`config.mk`:
```
export PLATFORM = sky130hd
export DESIGN_NAME = held_key_event_filter_core
export DESIGN_NICKNAME = d
export VERILOG_FILES = /design/src/design/hkef_pkg.sv /design/src/design/held_key_event_filter_core.sv /design/src/design/hkef_front.sv /design/src/design/hkef_queue.sv /design/src/design/hkef_back.sv
export VERILOG_INCLUDE_DIRS = /design/src /design/src/design
export SDC_FILE = /design/constraint.sdc
export NUM_CORES = 1
export LEC_CHECK = 0
export ABC_AREA = 1
export ABC_CLOCK_PERIOD_IN_PS = 2900
export BUFFER_PORTS_ARGS = -buffer_cell sky130_fd_sc_hd__buf_2
export CAP_MARGIN = 40
export CORE_ASPECT_RATIO = 1.4
export CORE_UTILIZATION = 53
export CTS_CLUSTER_DIAMETER = 40
export CTS_CLUSTER_SIZE = 25
export DETAILED_ROUTE_END_ITERATION = 10
export GPL_ROUTABILITY_DRIVEN = 0
export PLACE_DENSITY_LB_ADDON = 0.2
export SYNTH_ARGS = -nofsm -noshare
export SYNTH_HDL_FRONTEND = slang
export SYNTH_HIERARCHICAL = 1
export SYNTH_SLANG_ARGS = --single-unit
```
`constraint.sdc`:
```
create_clock -name clk -period 2.9 [get_ports clk]
set_clock_uncertainty 0.05 [all_clocks]
set_input_delay 0 -clock clk [delete_from_list [all_inputs] [get_ports clk]]
set_output_delay 0 -clock clk [all_outputs]
set_load 0.005 [all_outputs]
```
`src/design/held_key_event_filter_core_assert.svh`:
```
// Assertion macros shared by the held key event filter RTL.
// Each macro expects clk and arst_n in the including module's scope.
`ifndef HELD_KEY_EVENT_FILTER_CORE_ASSERT_SVH
`define HELD_KEY_EVENT_FILTER_CORE_ASSERT_SVH

// Same-cycle implication, muted while reset is asserted.
`define HKEF_ASSERT_NOW(label, ante, cons, msg) \
	label: assert property (@(posedge clk) disable iff (!arst_n) (ante) |-> (cons)) \
		else $error(msg);

// Next-cycle implication, muted while reset is asserted.
`define HKEF_ASSERT_NEXT(label, ante, cons, msg) \
	label: assert property (@(posedge clk) disable iff (!arst_n) (ante) |=> (cons)) \
		else $error(msg);

`endif

```
`src/design/hkef_pkg.sv`:
```
// Shared types and constants for the held key event filter.
// No dependencies; imported by every RTL module of the block.
`timescale 1ns / 1ps

package hkef_pkg;

	localparam int HELD_DEPTH_DEF = 16;
	localparam int KEY_CODES_DEF  = 256;
	localparam int CODE_W         = 8;
	localparam int CODE_SPACE     = 1 << CODE_W;
	localparam int QUEUE_DEPTH    = 2;

	typedef enum logic [2:0] {
		VD_UNBOUND   = 3'd0,
		VD_BOUND     = 3'd1,
		VD_MODIFIERS = 3'd2,
		VD_HOTKEY    = 3'd3,
		VD_IGNORE    = 3'd4
	} verdict_t;

	typedef enum logic [1:0] {
		OP_PUSH,
		OP_FLUSH,
		OP_RELEASE
	} op_t;

	// One command word from front to back.
	typedef struct packed {
		op_t               op;
		logic [CODE_W-1:0] code;
		logic              press;
	} cmd_t;

	typedef enum logic [1:0] {
		BK_IDLE,
		BK_FLUSH,
		BK_COMPACT
	} bk_state_t;

endpackage

```
`src/design/held_key_event_filter_core.sv`:
```
// Top level of the held key event filter: front end, command queue, back end.
// Depends on hkef_pkg, hkef_front, hkef_queue, hkef_back.
`timescale 1ns / 1ps
//
// Channel   | Handshake               | Words
// ----------+-------------------------+-------------------------------------
// input     | start & !busy           | key_code[7:0], press, verdict[2:0]
// result    | fwd_strobe, one cycle   | fwd_code[7:0], fwd_press, last_of_run
//
// A bound press is appended to the held buffer, if it has room, without a walk.
// A release walks the held buffer through its single read port, dropping held
//   copies of its code; if nothing was dropped the release is strobed in the
//   cycle after the walk.
// A flush walks the same way, one flushed word per cycle, the current word
//   last.
// Reset: arst_n clears all control and the held count; the held buffer keeps
//   no reset and needs no clearing pass, only entries below the count are read.
// Stalls: busy rises only while the two-word command queue is full, i.e.
//   while the back end is still walking the buffer; results are never held.

module held_key_event_filter_core #(
	parameter int HELD_DEPTH = hkef_pkg::HELD_DEPTH_DEF,
	parameter int KEY_CODES  = hkef_pkg::KEY_CODES_DEF
) (
	input  logic                        clk,
	input  logic                        arst_n,
	input  logic                        start,
	output logic                        busy,
	input  logic [hkef_pkg::CODE_W-1:0] key_code,
	input  logic                        press,
	input  logic [2:0]                  verdict,
	output logic                        fwd_strobe,
	output logic [hkef_pkg::CODE_W-1:0] fwd_code,
	output logic                        fwd_press,
	output logic                        last_of_run
);
	import hkef_pkg::*;

	// command words from the classifier into the queue
	logic q_push;
	cmd_t q_in_word;
	logic q_full;

	// command words from the queue into the sequencer
	logic q_pop;
	cmd_t q_out_word;
	logic q_not_empty;

	// classifier: handles the handshake and the modifiers-only flag
	hkef_front #(
		.KEY_CODES(KEY_CODES)
	) u_front (
		.clk      (clk),
		.arst_n   (arst_n),
		.start    (start),
		.busy     (busy),
		.key_code (key_code),
		.press    (press),
		.verdict  (verdict),
		.q_full   (q_full),
		.q_push   (q_push),
		.q_word   (q_in_word)
	);

	// decoupling queue so the front keeps taking words during a flush
	hkef_queue u_queue (
		.clk       (clk),
		.arst_n    (arst_n),
		.push      (q_push),
		.push_word (q_in_word),
		.full      (q_full),
		.pop       (q_pop),
		.pop_word  (q_out_word),
		.not_empty (q_not_empty)
	);

	// sequencer: held buffer, flush and compaction
	hkef_back #(
		.HELD_DEPTH(HELD_DEPTH)
	) u_back (
		.clk         (clk),
		.arst_n      (arst_n),
		.q_valid     (q_not_empty),
		.q_word      (q_out_word),
		.q_pop       (q_pop),
		.fwd_strobe  (fwd_strobe),
		.fwd_code    (fwd_code),
		.fwd_press   (fwd_press),
		.last_of_run (last_of_run)
	);

endmodule

```
`src/design/hkef_front.sv`:
```
// Front end: takes input words, classifies them into back-end commands.
// Depends on hkef_pkg. Owns the modifiers-only flag.
`timescale 1ns / 1ps

module hkef_front #(
	parameter int KEY_CODES = hkef_pkg::KEY_CODES_DEF
) (
	input  logic                       clk,
	input  logic                       arst_n,
	input  logic                       start,
	output logic                       busy,
	input  logic [hkef_pkg::CODE_W-1:0] key_code,
	input  logic                       press,
	input  logic [2:0]                 verdict,
	input  logic                       q_full,
	output logic                       q_push,
	output hkef_pkg::cmd_t             q_word
);
	import hkef_pkg::*;

	logic only_mod_q;
	logic only_mod_d;
	logic accept;
	logic in_range;
	logic inert;

	assign busy     = q_full;
	assign accept   = start && !q_full;
	assign in_range = (KEY_CODES >= CODE_SPACE) || (32'(key_code) < KEY_CODES);
	// hotkey, ignore and unused verdicts do nothing; out-of-range codes count as unbound
	assign inert    = in_range && (verdict >= 3'(VD_HOTKEY));

	always_comb begin
		q_push           = 1'b0;
		q_word.op        = OP_PUSH;
		q_word.code      = key_code;
		q_word.press     = press;
		only_mod_d       = only_mod_q;
		if (accept && !inert) begin
			q_push = 1'b1;
			if (press) begin
				only_mod_d = in_range && (verdict == VD_MODIFIERS);
				if (!in_range || verdict == VD_UNBOUND) begin
					q_word.op = OP_FLUSH;
				end else begin
					q_word.op = OP_PUSH;
				end
			end else if (only_mod_q) begin
				only_mod_d = 1'b0;
				q_word.op  = OP_FLUSH;
			end else begin
				q_word.op = OP_RELEASE;
			end
		end
	end

	always_ff @(posedge clk or negedge arst_n) begin
		if (!arst_n) begin
			only_mod_q <= 1'b0;
		end else begin
			only_mod_q <= only_mod_d;
		end
	end

endmodule

```
`src/design/hkef_queue.sv`:
```
// Short command queue between front and back end.
// Depends on hkef_pkg for the command word type and depth.
`timescale 1ns / 1ps

module hkef_queue (
	input  logic           clk,
	input  logic           arst_n,
	input  logic           push,
	input  hkef_pkg::cmd_t push_word,
	output logic           full,
	input  logic           pop,
	output hkef_pkg::cmd_t pop_word,
	output logic           not_empty
);
	import hkef_pkg::*;

	localparam int QAW = (QUEUE_DEPTH > 1) ? $clog2(QUEUE_DEPTH) : 1;
	localparam int QCW = $clog2(QUEUE_DEPTH + 1);

	cmd_t           slot_q [QUEUE_DEPTH];
	logic [QAW-1:0] wr_ptr_q;
	logic [QAW-1:0] rd_ptr_q;
	logic [QCW-1:0] fill_q;

	function automatic logic [QAW-1:0] bump(input logic [QAW-1:0] p);
		if (p == QAW'(QUEUE_DEPTH - 1)) begin
			return '0;
		end
		return p + QAW'(1);
	endfunction

	assign full      = (fill_q == QCW'(QUEUE_DEPTH));
	assign not_empty = (fill_q != '0);
	assign pop_word  = slot_q[rd_ptr_q];

	always_ff @(posedge clk) begin
		if (push) begin
			slot_q[wr_ptr_q] <= push_word;
		end
	end

	always_ff @(posedge clk or negedge arst_n) begin
		if (!arst_n) begin
			wr_ptr_q <= '0;
			rd_ptr_q <= '0;
			fill_q   <= '0;
		end else begin
			if (push) begin
				wr_ptr_q <= bump(wr_ptr_q);
			end
			if (pop) begin
				rd_ptr_q <= bump(rd_ptr_q);
			end
			case ({push, pop})
				2'b10:   fill_q <= fill_q + QCW'(1);
				2'b01:   fill_q <= fill_q - QCW'(1);
				default: fill_q <= fill_q;
			endcase
		end
	end

endmodule

```
`src/design/hkef_back.sv`:
```
// Back end: held-press buffer, flush and compaction sequencer.
// Depends on hkef_pkg and held_key_event_filter_core_assert.svh.
`timescale 1ns / 1ps
`include "held_key_event_filter_core_assert.svh"

module hkef_back #(
	parameter int HELD_DEPTH = hkef_pkg::HELD_DEPTH_DEF
) (
	input  logic                        clk,
	input  logic                        arst_n,
	input  logic                        q_valid,
	input  hkef_pkg::cmd_t              q_word,
	output logic                        q_pop,
	output logic                        fwd_strobe,
	output logic [hkef_pkg::CODE_W-1:0] fwd_code,
	output logic                        fwd_press,
	output logic                        last_of_run
);
	import hkef_pkg::*;

	localparam int CW = $clog2(HELD_DEPTH + 1);
	localparam int AW = (HELD_DEPTH > 1) ? $clog2(HELD_DEPTH) : 1;

	bk_state_t         state_q, state_d;
	logic [CW-1:0]     count_q;
	logic [CW-1:0]     rptr_q;
	logic [CW-1:0]     wptr_q;
	logic              dv_q;
	cmd_t              cmd_q;

	logic [CODE_W-1:0] mem [HELD_DEPTH];
	logic [CODE_W-1:0] rdata_q;

	logic              seq_done;
	logic              issue;
	logic              push_ok;
	logic              comp_wr;
	logic              flush_end;
	logic              comp_end;
	logic              mem_we;
	logic [AW-1:0]     mem_waddr;
	logic [CODE_W-1:0] mem_wdata;
	logic              emit;
	logic [CODE_W-1:0] emit_code;
	logic              emit_press;
	logic              emit_last;

	assign q_pop    = (state_q == BK_IDLE) && q_valid;
	assign seq_done = !dv_q && (rptr_q == count_q);

	// next state; every release walks the buffer to find held copies of its code
	always_comb begin
		state_d = state_q;
		case (state_q)
			BK_IDLE: begin
				if (q_pop) begin
					case (q_word.op)
						OP_FLUSH:   state_d = BK_FLUSH;
						OP_RELEASE: state_d = BK_COMPACT;
						default:    state_d = BK_IDLE;
					endcase
				end
			end
			BK_FLUSH:   if (seq_done) state_d = BK_IDLE;
			BK_COMPACT: if (seq_done) state_d = BK_IDLE;
			default:    state_d = BK_IDLE;
		endcase
	end

	// outputs of the sequencer
	always_comb begin
		issue      = 1'b0;
		push_ok    = 1'b0;
		comp_wr    = 1'b0;
		flush_end  = 1'b0;
		comp_end   = 1'b0;
		emit       = 1'b0;
		emit_code  = cmd_q.code;
		emit_press = cmd_q.press;
		emit_last  = 1'b1;
		case (state_q)
			BK_IDLE: begin
				if (q_pop) begin
					push_ok = (q_word.op == OP_PUSH) && (count_q < CW'(HELD_DEPTH));
				end
			end
			BK_FLUSH: begin
				issue = (rptr_q < count_q);
				if (dv_q) begin
					emit       = 1'b1;
					emit_code  = rdata_q;
					emit_press = 1'b1;
					emit_last  = 1'b0;
				end else if (seq_done) begin
					emit      = 1'b1;
					flush_end = 1'b1;
				end
			end
			BK_COMPACT: begin
				issue    = (rptr_q < count_q);
				comp_wr  = dv_q && (rdata_q != cmd_q.code);
				comp_end = seq_done;
				// nothing dropped: the key was not held, so the release goes out
				if (seq_done && wptr_q == count_q) begin
					emit       = 1'b1;
					emit_press = 1'b0;
				end
			end
			default: ;
		endcase
	end

	assign mem_we    = push_ok || comp_wr;
	assign mem_waddr = comp_wr ? wptr_q[AW-1:0] : count_q[AW-1:0];
	assign mem_wdata = comp_wr ? rdata_q : q_word.code;

	// held-code buffer, one write and one registered read per cycle
	always_ff @(posedge clk) begin
		if (mem_we) begin
			mem[mem_waddr] <= mem_wdata;
		end
		if (issue) begin
			rdata_q <= mem[rptr_q[AW-1:0]];
		end
	end

	always_ff @(posedge clk) begin
		if (q_pop) begin
			cmd_q <= q_word;
		end
		if (emit) begin
			fwd_code    <= emit_code;
			fwd_press   <= emit_press;
			last_of_run <= emit_last;
		end
	end

	always_ff @(posedge clk or negedge arst_n) begin
		if (!arst_n) begin
			state_q    <= BK_IDLE;
			count_q    <= '0;
			rptr_q     <= '0;
			wptr_q     <= '0;
			dv_q       <= 1'b0;
			fwd_strobe <= 1'b0;
		end else begin
			state_q    <= state_d;
			dv_q       <= issue;
			fwd_strobe <= emit;
			if (q_pop) begin
				rptr_q <= '0;
				wptr_q <= '0;
			end else begin
				if (issue) begin
					rptr_q <= rptr_q + CW'(1);
				end
				if (comp_wr) begin
					wptr_q <= wptr_q + CW'(1);
				end
			end
			if (push_ok) begin
				count_q <= count_q + CW'(1);
			end else if (flush_end) begin
				count_q <= '0;
			end else if (comp_end) begin
				count_q <= wptr_q;
			end
		end
	end

	`HKEF_ASSERT_NOW(a_pop_only_idle, q_pop, state_q == BK_IDLE, "pop outside idle")
	`HKEF_ASSERT_NOW(a_wr_behind_rd, dv_q && state_q == BK_COMPACT, wptr_q < rptr_q,
		"compaction write caught up with read")
	`HKEF_ASSERT_NEXT(a_flush_empties, flush_end,
		count_q == '0 && fwd_strobe && last_of_run, "flush left entries")
	`HKEF_ASSERT_NEXT(a_drop_shrinks, comp_end,
		count_q <= $past(count_q) && (!fwd_strobe || !fwd_press),
		"drop grew buffer or forwarded a press")

endmodule

```
==> flow_metrics.py, run 1 <==
metrics = {
    "outcome": {
        "status": "completed",
    },
    "sta": {
        "fin_tns_setup_ps": 0,
        "timing.hold.ws_ps": 17.6,
        "relSlewSlack": 0.483,
        "rsz0062_at_grt": "false",
        "worst_slew_pin_slew_ps": 773,
        "slew_violations": 0,
        "fmax_mhz": 402,
        "setup_violations": 0,
        "finalCriticalPeriod_ps": 2490,
        "min_period_over_period": 0.859,
        "final_hold_viol_count": 0,
    },
    "die": {
        "num_rows": 55,
        "die_area_um2": 17200,
        "die_x_um": 111,
        "die_h_um": 155,
        "io_pins": 27,
        "initial_utilization": 0.545,
        "core_region_area_um2": 16200,
    },
    "power_and_ir_drop": {
        "power_frac_comb": 0.260,
        "clock_power_share": 0.258,
        "internal-power_w": 0.00556,
        "p_seq_frac": 0.482,
        "p_switching_w": 0.00262,
        "switching_share": 0.320,
        "leakage_nw": 3.79,
        "peakVddDrop_mv": 0.828,
        "power.total_w": 0.00819,
        "powerDensity_nw_per_um2": 826,
    },
    "finish": {
        "area_delta_synth_final_pct": 12.1,
        "finalNetCount": 862,
        "fill_cells": 1224,
        "mostFrequentLayoutCell": "edfxtp_1",
        "final_cell_mix": "177 x edfxtp_1, 134 x nor2_1, 106 x nand2_1",
        "antenna_cells": 0,
        "drive_gt1_frac": 0.144,
        "instances_no_fill": 1044,
    },
    "global_routing": {
        "grt_usage": 0.219,
        "antenna_found_initial": 0,
        "gr-total-overflow": 0,
        "grt_max_degree": 68,
        "grt_pass1_vias": 5770,
        "grt_pass1_wl_mm": 29.2,
    },
    "detailed_routing": {
        "routed_via_density": 5.53,
        "drt-wirelength-per-cell_um": 17.6,
        "drc": 0,
        "wirelength_mm": 18.4,
        "firstDrtPassIters": 5,
        "via_count": 5772,
        "drtIter0Drc": 262,
        "postRouteAntennaNets": 0,
    },
    "job": {
        "drv_cap": 0,
    },
    "yosys": {
        "synth-simple-area-share": 0.146,
        "seq_area_frac_synth": 0.669,
        "synth_warnings": 6,
        "synth_seq_cells": 201,
        "async_flop_share": 0.119,
        "synth_edf_count": 177,
        "syn_inst": 781,
        "synth-main-ff-cell": "edfxtp_1",
        "synth_top_family_by_area": "simple AND/OR/NAND/NOR gates",
        "synth-xor-area-share": 0.0149,
        "synth_nets": 808,
        "synth_compound_area_frac": 0.0983,
        "syn_avg_cell_area_um2": 11.3,
        "yosysUniqueCellTypes": 39,
        "synthAdderAreaFrac": 0.0170,
        "synth_area_um2": 8840,
        "synthMuxAreaShare": 0,
    },
    "critical_path": {
        "crit_required_ps": 2950,
        "critical_path.startpoint_type": "flip-flop",
        "crit_arrival_ps": 2540,
        "endpoint_kind": "flip-flop",
        "path_class": "flip-flop to flip-flop",
        "critical_path.max_fanout": 20,
        "rr_startpoint": "u_back/rdata_q[1]",
        "startpoint": "u_back/rdata_q[1]",
    },
    "cts": {
        "cts_sinks": 201,
        "clock_latency_ps": 480,
        "clk_path_buf_depth": 3,
        "clockRootBuffer": "clkbuf_16",
        "cts-buffers-inserted": 16,
        "clk_pin_slew_ps": 80,
        "cts_tree": "done",
        "cts_setup_buffers": 0,
        "htree_num_levels": 1,
    },
    "place": {
        "place_hpwl_mm": 12.2,
        "dp.cells": 995,
        "numPortBuffers": 26,
    },
    "hold_path": {
        "hold_class": "input pin to asynchronous set/reset pin",
    },
}
stage by stage:
step                      setup slack (ps)  instance area [um2]   util
after floorplan                        475                 8840      -
after global placement                 474                 9200  0.566
after detailed placement               386                 9200  0.566
after CTS                              108                 9910  0.610
after global routing                   182                 9910  0.610
final                                  409                 9910  0.610
logic make-up (layout without fill, tap and decap cells):
family | Yosys count | count (layout)
buffers and inverters | 105 | 169
xor gates and xnor gates | 15 | 15
DFF | 201 | 201
adders and majority gates | 12 | 12
and+or+nand+nor | 304 | 304
AOI/OAI and AO/OA | 144 | 144
cell usage after synthesis (2+ instances only):
cell / instances / area, um2
a21oi_1: 7 / 35.0
a31oi_1: 2 / 12.5
buf_1: 2 / 7.51
buf_2: 10 / 50.1
buf_4: 10 / 75.1
buf_6: 3 / 33.8
clkbuf_1: 13 / 48.8
dfrtp_1: 24 / 601
edfxtp_1: 177 / 5320
ha_1: 12 / 150
inv_1: 61 / 229
inv_2: 4 / 15.0
nand2_1: 106 / 398
nand2_2: 18 / 113
nand3_1: 30 / 150
nand3_2: 5 / 50.1
nor2_1: 134 / 503
nor3_1: 4 / 20.0
o211ai_1: 16 / 120
o21ai_0: 87 / 435
o21ai_2: 8 / 70.1
o22ai_1: 3 / 18.8
o32ai_1: 16 / 140
xnor2_1: 5 / 43.8
xor2_1: 10 / 87.6
final timing paths:
kind	endpoint	depth (start not counted)	slack, ps
worst max register to register	u_back/mem[3][1]	11	410
worst min register to register	u_queue/wr_ptr_q	1	450
worst max-delay path	u_back/mem[3][1]	11	410
worst min-delay path	u_back/dv_q	2	20
max in group asynchronous	u_back/state_q[1]	2	2410
min in group clk	u_queue/slot_q[1][4]	2	190
area by class of cell:
| type | count | area [um2] | area share |
|---|---|---|---|
| clock buffers | 18 | 429 | 0.0433 |
| clock inverters | 10 | 76.3 | 0.00770 |
| inverters | 66 | 250 | 0.0252 |
| multi-input cells | 475 | 2440 | 0.247 |
| flip-flops and latches | 201 | 5920 | 0.597 |
| well taps | 199 | 249 | 0.0251 |
| repair buffers | 75 | 548 | 0.0553 |
worst max-delay path, stage by stage (launching register included):
cell and delay [ps]:
edfxtp_1 400, inv_1 110, nand2_1 60, nand2_1 50, nand2_1 50, nor2_1 120
nand2_2 130, nand2_4 230, nand2_1 100, o21ai_2 90, nand2_2 100, nor2_1 620
power groups by stage:
stage / combinational, W / clock (W) / sequential, W
floorplan: 0.00137 / 0 / 0.00400
global placement: 0.00203 / 0 / 0.00400
detailed placement: 0.00209 / 0 / 0.00401
CTS: 0.00212 / 0.00216 / 0.00395
global route: 0.00237 / 0.00225 / 0.00398
finish: 0.00213 / 0.00211 / 0.00395
flip-flops by register name, indices dropped and copies added (netlist names), 5 cells and up:
register and flops:
u_back/rdata_q 8, u_back/count_q 5, u_back/mem 128, u_back/fwd_code 8
u_back/cmd_q 9, u_back/wptr_q 5, u_back/rptr_q 5, u_queue/slot_q 22
timing repair:
action                     4_1_cts  5_1_grt
hold buffers                    21        0
hold endpoints to repair        48        0
setup endpoints to repair        0        1
resized for setup                0        1
metal layers:
| metal | track usage | part of all wire | vias up |
|---|---|---|---|
| li1 | - | - | 2803 |
| met1 | 0.254 | 0.40 | 2793 |
| met3 | 0.0239 | 0.039 | 36 |
| met2 | 0.406 | 0.53 | 140 |
| met5 | 0 | 0 | - |
| met4 | 0.103 | 0.036 | 0 |
Note: power is estimated with default switching activity, not from simulation.
==> inputs of run 2 (changes only) <==
ABC_CLOCK_PERIOD_IN_PS = 3150   (was 2900)
clock period = 3.15 ns   (was 2.9 ns; I/O delays follow)
==> run 2 against run 1 <==
  * The flow now finishes with violations (hold timing)
  * Clock-buffer cell count rose by 5
  * Critical endpoint is now u_front/only_mod_q
  * Largest power group unchanged
  * Routed wire length increased by 8.9%
  * Highest routed layer unchanged
  * Largest cell class unchanged
  * Global-route usage is 2.3 points higher
  * Die area did not move
==> flow_metrics.py, run 2 (synthesized netlist as in run 1, its figures left out) <==
metrics = {
    "job": {
        "drv_cap": 0,
    },
    "finish": {
        "largest_reg_flops": 128,
        "area_delta_synth_final_pct": 13.0,
        "top_regs": "u_back/mem (128), u_queue/slot_q (22), u_back/cmd_q (9)",
        "antenna_cells": 0,
        "final_cell_mix": "177 x edfxtp_1, 134 x nor2_1, 106 x nand2_1",
        "final_area_um2": 9990,
        "fill_cells": 1266,
        "drive_gt1_frac": 0.139,
        "largest-register": "u_back/mem",
        "mostFrequentLayoutCell": "edfxtp_1",
        "finalNetCount": 855,
    },
    "sta": {
        "setup_violations": 0,
        "relSlewSlack": 0.507,
        "finalWorstSetupSlack_ps": 284,
        "min_period_over_period": 0.910,
        "final_hold_viol_count": 2,
        "finalCriticalPeriod_ps": 2870,
        "slew_violations": 0,
        "fin_tns_setup_ps": 0,
        "rsz0062_at_grt": "false",
        "timing.hold.ws_ps": -3.28,
        "fmax_mhz": 349,
        "worst_slew_pin_slew_ps": 737,
    },
    "outcome": {
        "status": "finished with violations",
        "violations": "hold timing",
    },
    "critical_path": {
        "r2r_cells": 11,
        "cp_top_family": "buffers and inverters",
        "critical_path.max_fanout": 4,
        "endpoint_kind": "flip-flop",
        "rr_startpoint": "u_back/rdata_q[1]",
        "path_class": "input pin to flip-flop",
        "critical_path.startpoint_type": "input pin",
        "cp.buffers_inverters": 7,
        "cp_slowest_cell": "dlygate4sd3_1",
        "regToRegEndpoint": "u_back/mem[4][1]",
        "crit_arrival_ps": 3240,
        "cpPeakStageDelay_ps": 560,
        "r2r_setup_slack_ps": 520,
        "crit_chain": "dlygate4sd3_1 > buf_2 > inv_2 > nand2_1 > dlygate4sd3_1 > nor2_1 > dlygate4sd3_1 > nand2_1 > dlygate4sd3_1 > nand2_1 > dlygate4sd3_1",
        "startpoint": "verdict[2]",
        "crit_required_ps": 3530,
        "cpMostUsedCell": "dlygate4sd3_1",
    },
    "die": {
        "core_region_area_um2": 16200,
        "io_pins": 27,
        "initial_utilization": 0.545,
        "die_area_um2": 17200,
        "die_h_um": 155,
        "die_x_um": 111,
        "num_rows": 55,
    },
    "detailed_routing": {
        "routed_via_density": 5.60,
        "firstDrtPassIters": 5,
        "drt-wirelength-per-cell_um": 19.3,
        "via_count": 5825,
        "drtIter0Drc": 384,
        "drc": 0,
        "postRouteAntennaNets": 0,
        "wirelength_mm": 20.1,
    },
    "global_routing": {
        "gr-total-overflow": 0,
        "grt_usage": 0.242,
        "grt_pass1_vias": 5915,
        "antenna_found_initial": 0,
        "grt_pass1_wl_mm": 31.4,
        "grt_max_degree": 68,
    },
    "place": {
        "place_hpwl_mm": 13.5,
        "placed_area_um2": 9110,
        "numPortBuffers": 26,
        "dpl_worst_slack_ps": 554,
    },
    "cts": {
        "clock_latency_ps": 500,
        "clk_pin_slew_ps": 70,
        "clockRootBuffer": "clkbuf_16",
        "cts-buffers-inserted": 20,
        "cts-resized-gates": 0,
        "cts_tree": "done",
        "htree_num_levels": 1,
        "clk_path_buf_depth": 3,
        "cts_sinks": 201,
    },
    "hold_path": {
        "hold_class": "input pin to asynchronous set/reset pin",
    },
    "power_and_ir_drop": {
        "leakage_nw": 3.81,
        "peakVddDrop_mv": 0.600,
        "powerDensity_nw_per_um2": 807,
    },
}
-- run 2: changes by cell type in the layout (fill, tap and decap cells not counted), moves of 2 or more --
cell | before | now
clkbuf_16 | 17 | 21
inv_8 | 2 | 0
buf_4 | 29 | 17
clkinv_8 | 0 | 2
clkinv_4 | 1 | 3
-- run 2: power breakdown --
part / total, W / leakage, nW / switching, W / internal [W]
Combinational: 0.00206 / 1.56 / 0.00147 / 0.000594
Sequential: 0.00364 / 1.93 / 0.000135 / 0.00351
Clock: 0.00236 / 0.323 / 0.00103 / 0.00133
-- run 2: what timing repair did --
action,CTS,global route
endpoints found under the hold margin,48,0
endpoints found under the setup margin,0,0
hold buffers,21,0
buffers inserted,0,0
-- run 2: cell type report --
cell class / count / area, um2 / area share
tap: 199 / 249 / 0.0249
clock inverter: 12 / 133 / 0.0133
inverter: 66 / 248 / 0.0248
sequential: 201 / 5920 / 0.592
clock buffer: 23 / 533 / 0.0534
multi-input combinational: 475 / 2440 / 0.245
timing repair buffer: 64 / 468 / 0.0468
-- run 2: per-layer routing --
| metal | wire length (um) | vias to the layer above | track usage |
|---|---|---|---|
| met5 | 0 | - | 0 |
| met4 | 859 | 0 | 0.118 |
| met3 | 1090 | 51 | 0.0353 |
| met2 | 10500 | 196 | 0.445 |
| met1 | 7590 | 2783 | 0.275 |
| li1 | - | 2795 | - |
-- run 2: how the worst max path moves through the flow --
| stage | to | cells past startpoint | slack (ps) |
|---|---|---|---|
| detailed placement | u_back/mem[4][7] | 9 | 550 |
| global placement | u_back/mem[10][3] | 9 | 640 |
| finish | u_front/only_mod_q | 11 | 280 |
| global route | u_front/only_mod_q | 11 | 230 |
| floorplan | u_back/fwd_code[0] | 8 | 730 |
| CTS | u_front/only_mod_q | 11 | 400 |
-- run 2: metrics by stage --
stage	cells	hold slack (ps)	utilization	total power [W]
final	1040	-3.28	0.615	0.00806
after floorplan	781	-346	-	0.00494
after global routing	1040	70.0	0.615	0.00844
after detailed placement	984	-13.7	0.561	0.00571
after CTS	1040	10.7	0.615	0.00809
after global placement	984	-14.3	0.561	0.00568
-- run 2: worst register-to-register path, cell delays in order (launching register included) --
cell      delay [ps]
edfxtp_1         390
inv_1            110
nand2_1           60
nand2_1           50
nand2_1           60
nor2_1           120
nand2_2          130
nand2_4          330
nand2_2           90
o21ai_2          100
nand2_2          140
nor2_1           610
==> inputs of run 3 (changes only) <==
CELL_PAD_IN_SITES_DETAIL_PLACEMENT = 1   (was not set)
CELL_PAD_IN_SITES_GLOBAL_PLACEMENT = 2   (was not set)
CORE_UTILIZATION = 46   (was 53)
==> run 3 against run 2 <==
  * Largest power group unchanged
  * Hold slack gained 180 ps
  * Critical path type is now flip-flop to flip-flop
  * Non-clock buffer count increased by 9
  * Sequential cell count unchanged
  * Register-to-register slack lost 40 ps
  * The run now ends clean
  * Die area rose by 15%
==> flow_metrics.py, run 3 (synthesized netlist as in run 1, its figures left out) <==
metrics = {
    "outcome": {
        "status": "completed",
    },
    "detailed_routing": {
        "drc": 0,
        "drtIter0Drc": 311,
        "firstDrtPassIters": 4,
        "routed_via_density": 5.37,
        "via_count": 5893,
        "drt-wirelength-per-cell_um": 20.2,
        "wirelength_mm": 22.1,
        "postRouteAntennaNets": 0,
    },
    "global_routing": {
        "grt_usage": 0.230,
        "grt_pass1_wl_mm": 34.7,
        "grt_max_degree": 68,
        "grt_pass1_vias": 6487,
        "gr-total-overflow": 0,
        "antenna_found_initial": 0,
    },
    "critical_path": {
        "critical_path.max_fanout": 31,
        "critical_path.startpoint_type": "flip-flop",
        "crit_required_ps": 3230,
        "crit_arrival_ps": 2740,
        "endpoint_kind": "flip-flop",
        "cpPeakStageDelay_ps": 630,
        "crit_chain": "xnor2_1 > nand2_1 > nor2_1 > nand2_2 > nand2_4 > nand2_1 > o21ai_2 > nand2_2 > nor2_1",
        "r2r_setup_slack_ps": 480,
        "r2r_cells": 9,
        "cp_top_family": "simple AND/OR/NAND/NOR gates",
        "path_class": "flip-flop to flip-flop",
        "regToRegEndpoint": "u_back/mem[11][0]",
        "rr_startpoint": "u_back/cmd_q[7]",
        "cp_slowest_cell": "nor2_1",
        "cp.buffers_inverters": 0,
    },
    "sta": {
        "fmax_mhz": 375,
        "worst_slew_pin_slew_ps": 788,
        "finalCriticalPeriod_ps": 2670,
        "setup_violations": 0,
        "min_period_over_period": 0.846,
        "final_hold_viol_count": 0,
        "timing.hold.ws_ps": 178,
        "relSlewSlack": 0.473,
        "slew_violations": 0,
        "fin_tns_setup_ps": 0,
        "rsz0062_at_grt": "false",
    },
    "power_and_ir_drop": {
        "switching_share": 0.332,
        "peakVddDrop_mv": 0.647,
        "powerDensity_nw_per_um2": 816,
        "leakage_nw": 3.90,
        "p_seq_frac": 0.438,
        "clock_power_share": 0.310,
        "p_switching_w": 0.00277,
        "internal-power_w": 0.00557,
        "power_frac_comb": 0.252,
        "power.total_w": 0.00834,
    },
    "hold_path": {
        "hold_class": "input pin to flip-flop",
        "min_from": "key_code[5]",
        "whs_path_depth": 2,
        "worstHoldEndpoint": "u_queue/slot_q[1][6]",
    },
    "job": {
        "drv_cap": 0,
    },
    "finish": {
        "finalNetCount": 865,
        "area_delta_synth_final_pct": 15.5,
        "drive_gt1_frac": 0.155,
        "antenna_cells": 0,
        "largest-register": "u_back/mem",
        "instances_no_fill": 1097,
        "mostFrequentLayoutCell": "edfxtp_1",
        "utilization": 0.547,
        "largest_reg_flops": 128,
        "final_cell_mix": "177 x edfxtp_1, 134 x nor2_1, 106 x nand2_1",
        "top_regs": "u_back/mem (128), u_queue/slot_q (22), u_back/cmd_q (9)",
    },
    "cts": {
        "cts_tree": "done",
        "htree_num_levels": 1,
        "cts_setup_buffers": 0,
        "clockRootBuffer": "clkbuf_16",
        "clock_latency_ps": 500,
        "clk_pin_slew_ps": 70,
        "cts_sinks": 201,
        "clk_path_buf_depth": 3,
        "cts-buffers-inserted": 21,
    },
    "die": {
        "die_x_um": 119,
        "num_rows": 59,
        "io_pins": 27,
        "core_region_area_um2": 18700,
        "initial_utilization": 0.474,
        "die_h_um": 166,
        "die_area_um2": 19800,
    },
    "place": {
        "place_hpwl_mm": 15.0,
        "numPortBuffers": 26,
        "dp.cells": 1038,
    },
}
run 3: area by class of cell:
type | instances | area [um2]
clock buffer | 21 | 526
clock inverter | 17 | 218
fill | 1944 | 8460
inverter | 66 | 248
multi-input combinational | 475 | 2440
sequential | 201 | 5920
tap | 244 | 305
timing repair buffer | 73 | 558
run 3: per-stage QoR:
stage	worst slack, ps	cell area (um2)
after floorplan	725	8840
after global placement	593	9250
after detailed placement	497	9250
after CTS	476	10200
after global routing	303	10200
final	484	10200
run 3: per-layer routing:
| layer | global-route usage | part of all wire |
|---|---|---|
| met1 | 0.260 | 0.39 |
| met2 | 0.429 | 0.54 |
| met3 | 0.0244 | 0.025 |
| met4 | 0.102 | 0.038 |
| met5 | 0 | 0 |
run 3: power groups by stage:
stage	Clock, W	Combinational, W	Sequential (W)
floorplan	0	0.00126	0.00369
global placement	0	0.00200	0.00368
detailed placement	0	0.00209	0.00371
CTS	0.00265	0.00212	0.00365
global route	0.00271	0.00233	0.00368
finish	0.00259	0.00210	0.00365
run 3: worst max-delay path by stage:
stage | start | to | depth (start not counted)
2_1_floorplan | u_back/rptr_q[0] | u_back/fwd_code[0] | 8
5_1_grt | u_back/rdata_q[7] | u_back/mem[11][0] | 11
3_5_place_dp | u_back/cmd_q[7] | u_back/mem[11][7] | 9
6_report | u_back/cmd_q[7] | u_back/mem[11][0] | 9
3_3_place_gp | u_back/cmd_q[7] | u_back/mem[11][7] | 9
4_1_cts | u_back/cmd_q[7] | u_back/mem[11][0] | 9
run 3: repair_timing:
action                    in CTS  in global routing
gates resized for setup        0                  0
hold buffers                  21                  0
hold endpoints to repair      48                  0
run 3: worst register-to-register path, stage by stage (launching register included):
cell	delay, ps
edfxtp_1	430
xnor2_1	210
nand2_1	70
nor2_1	140
nand2_2	120
nand2_4	320
nand2_1	110
o21ai_2	100
nand2_2	110
nor2_1	630
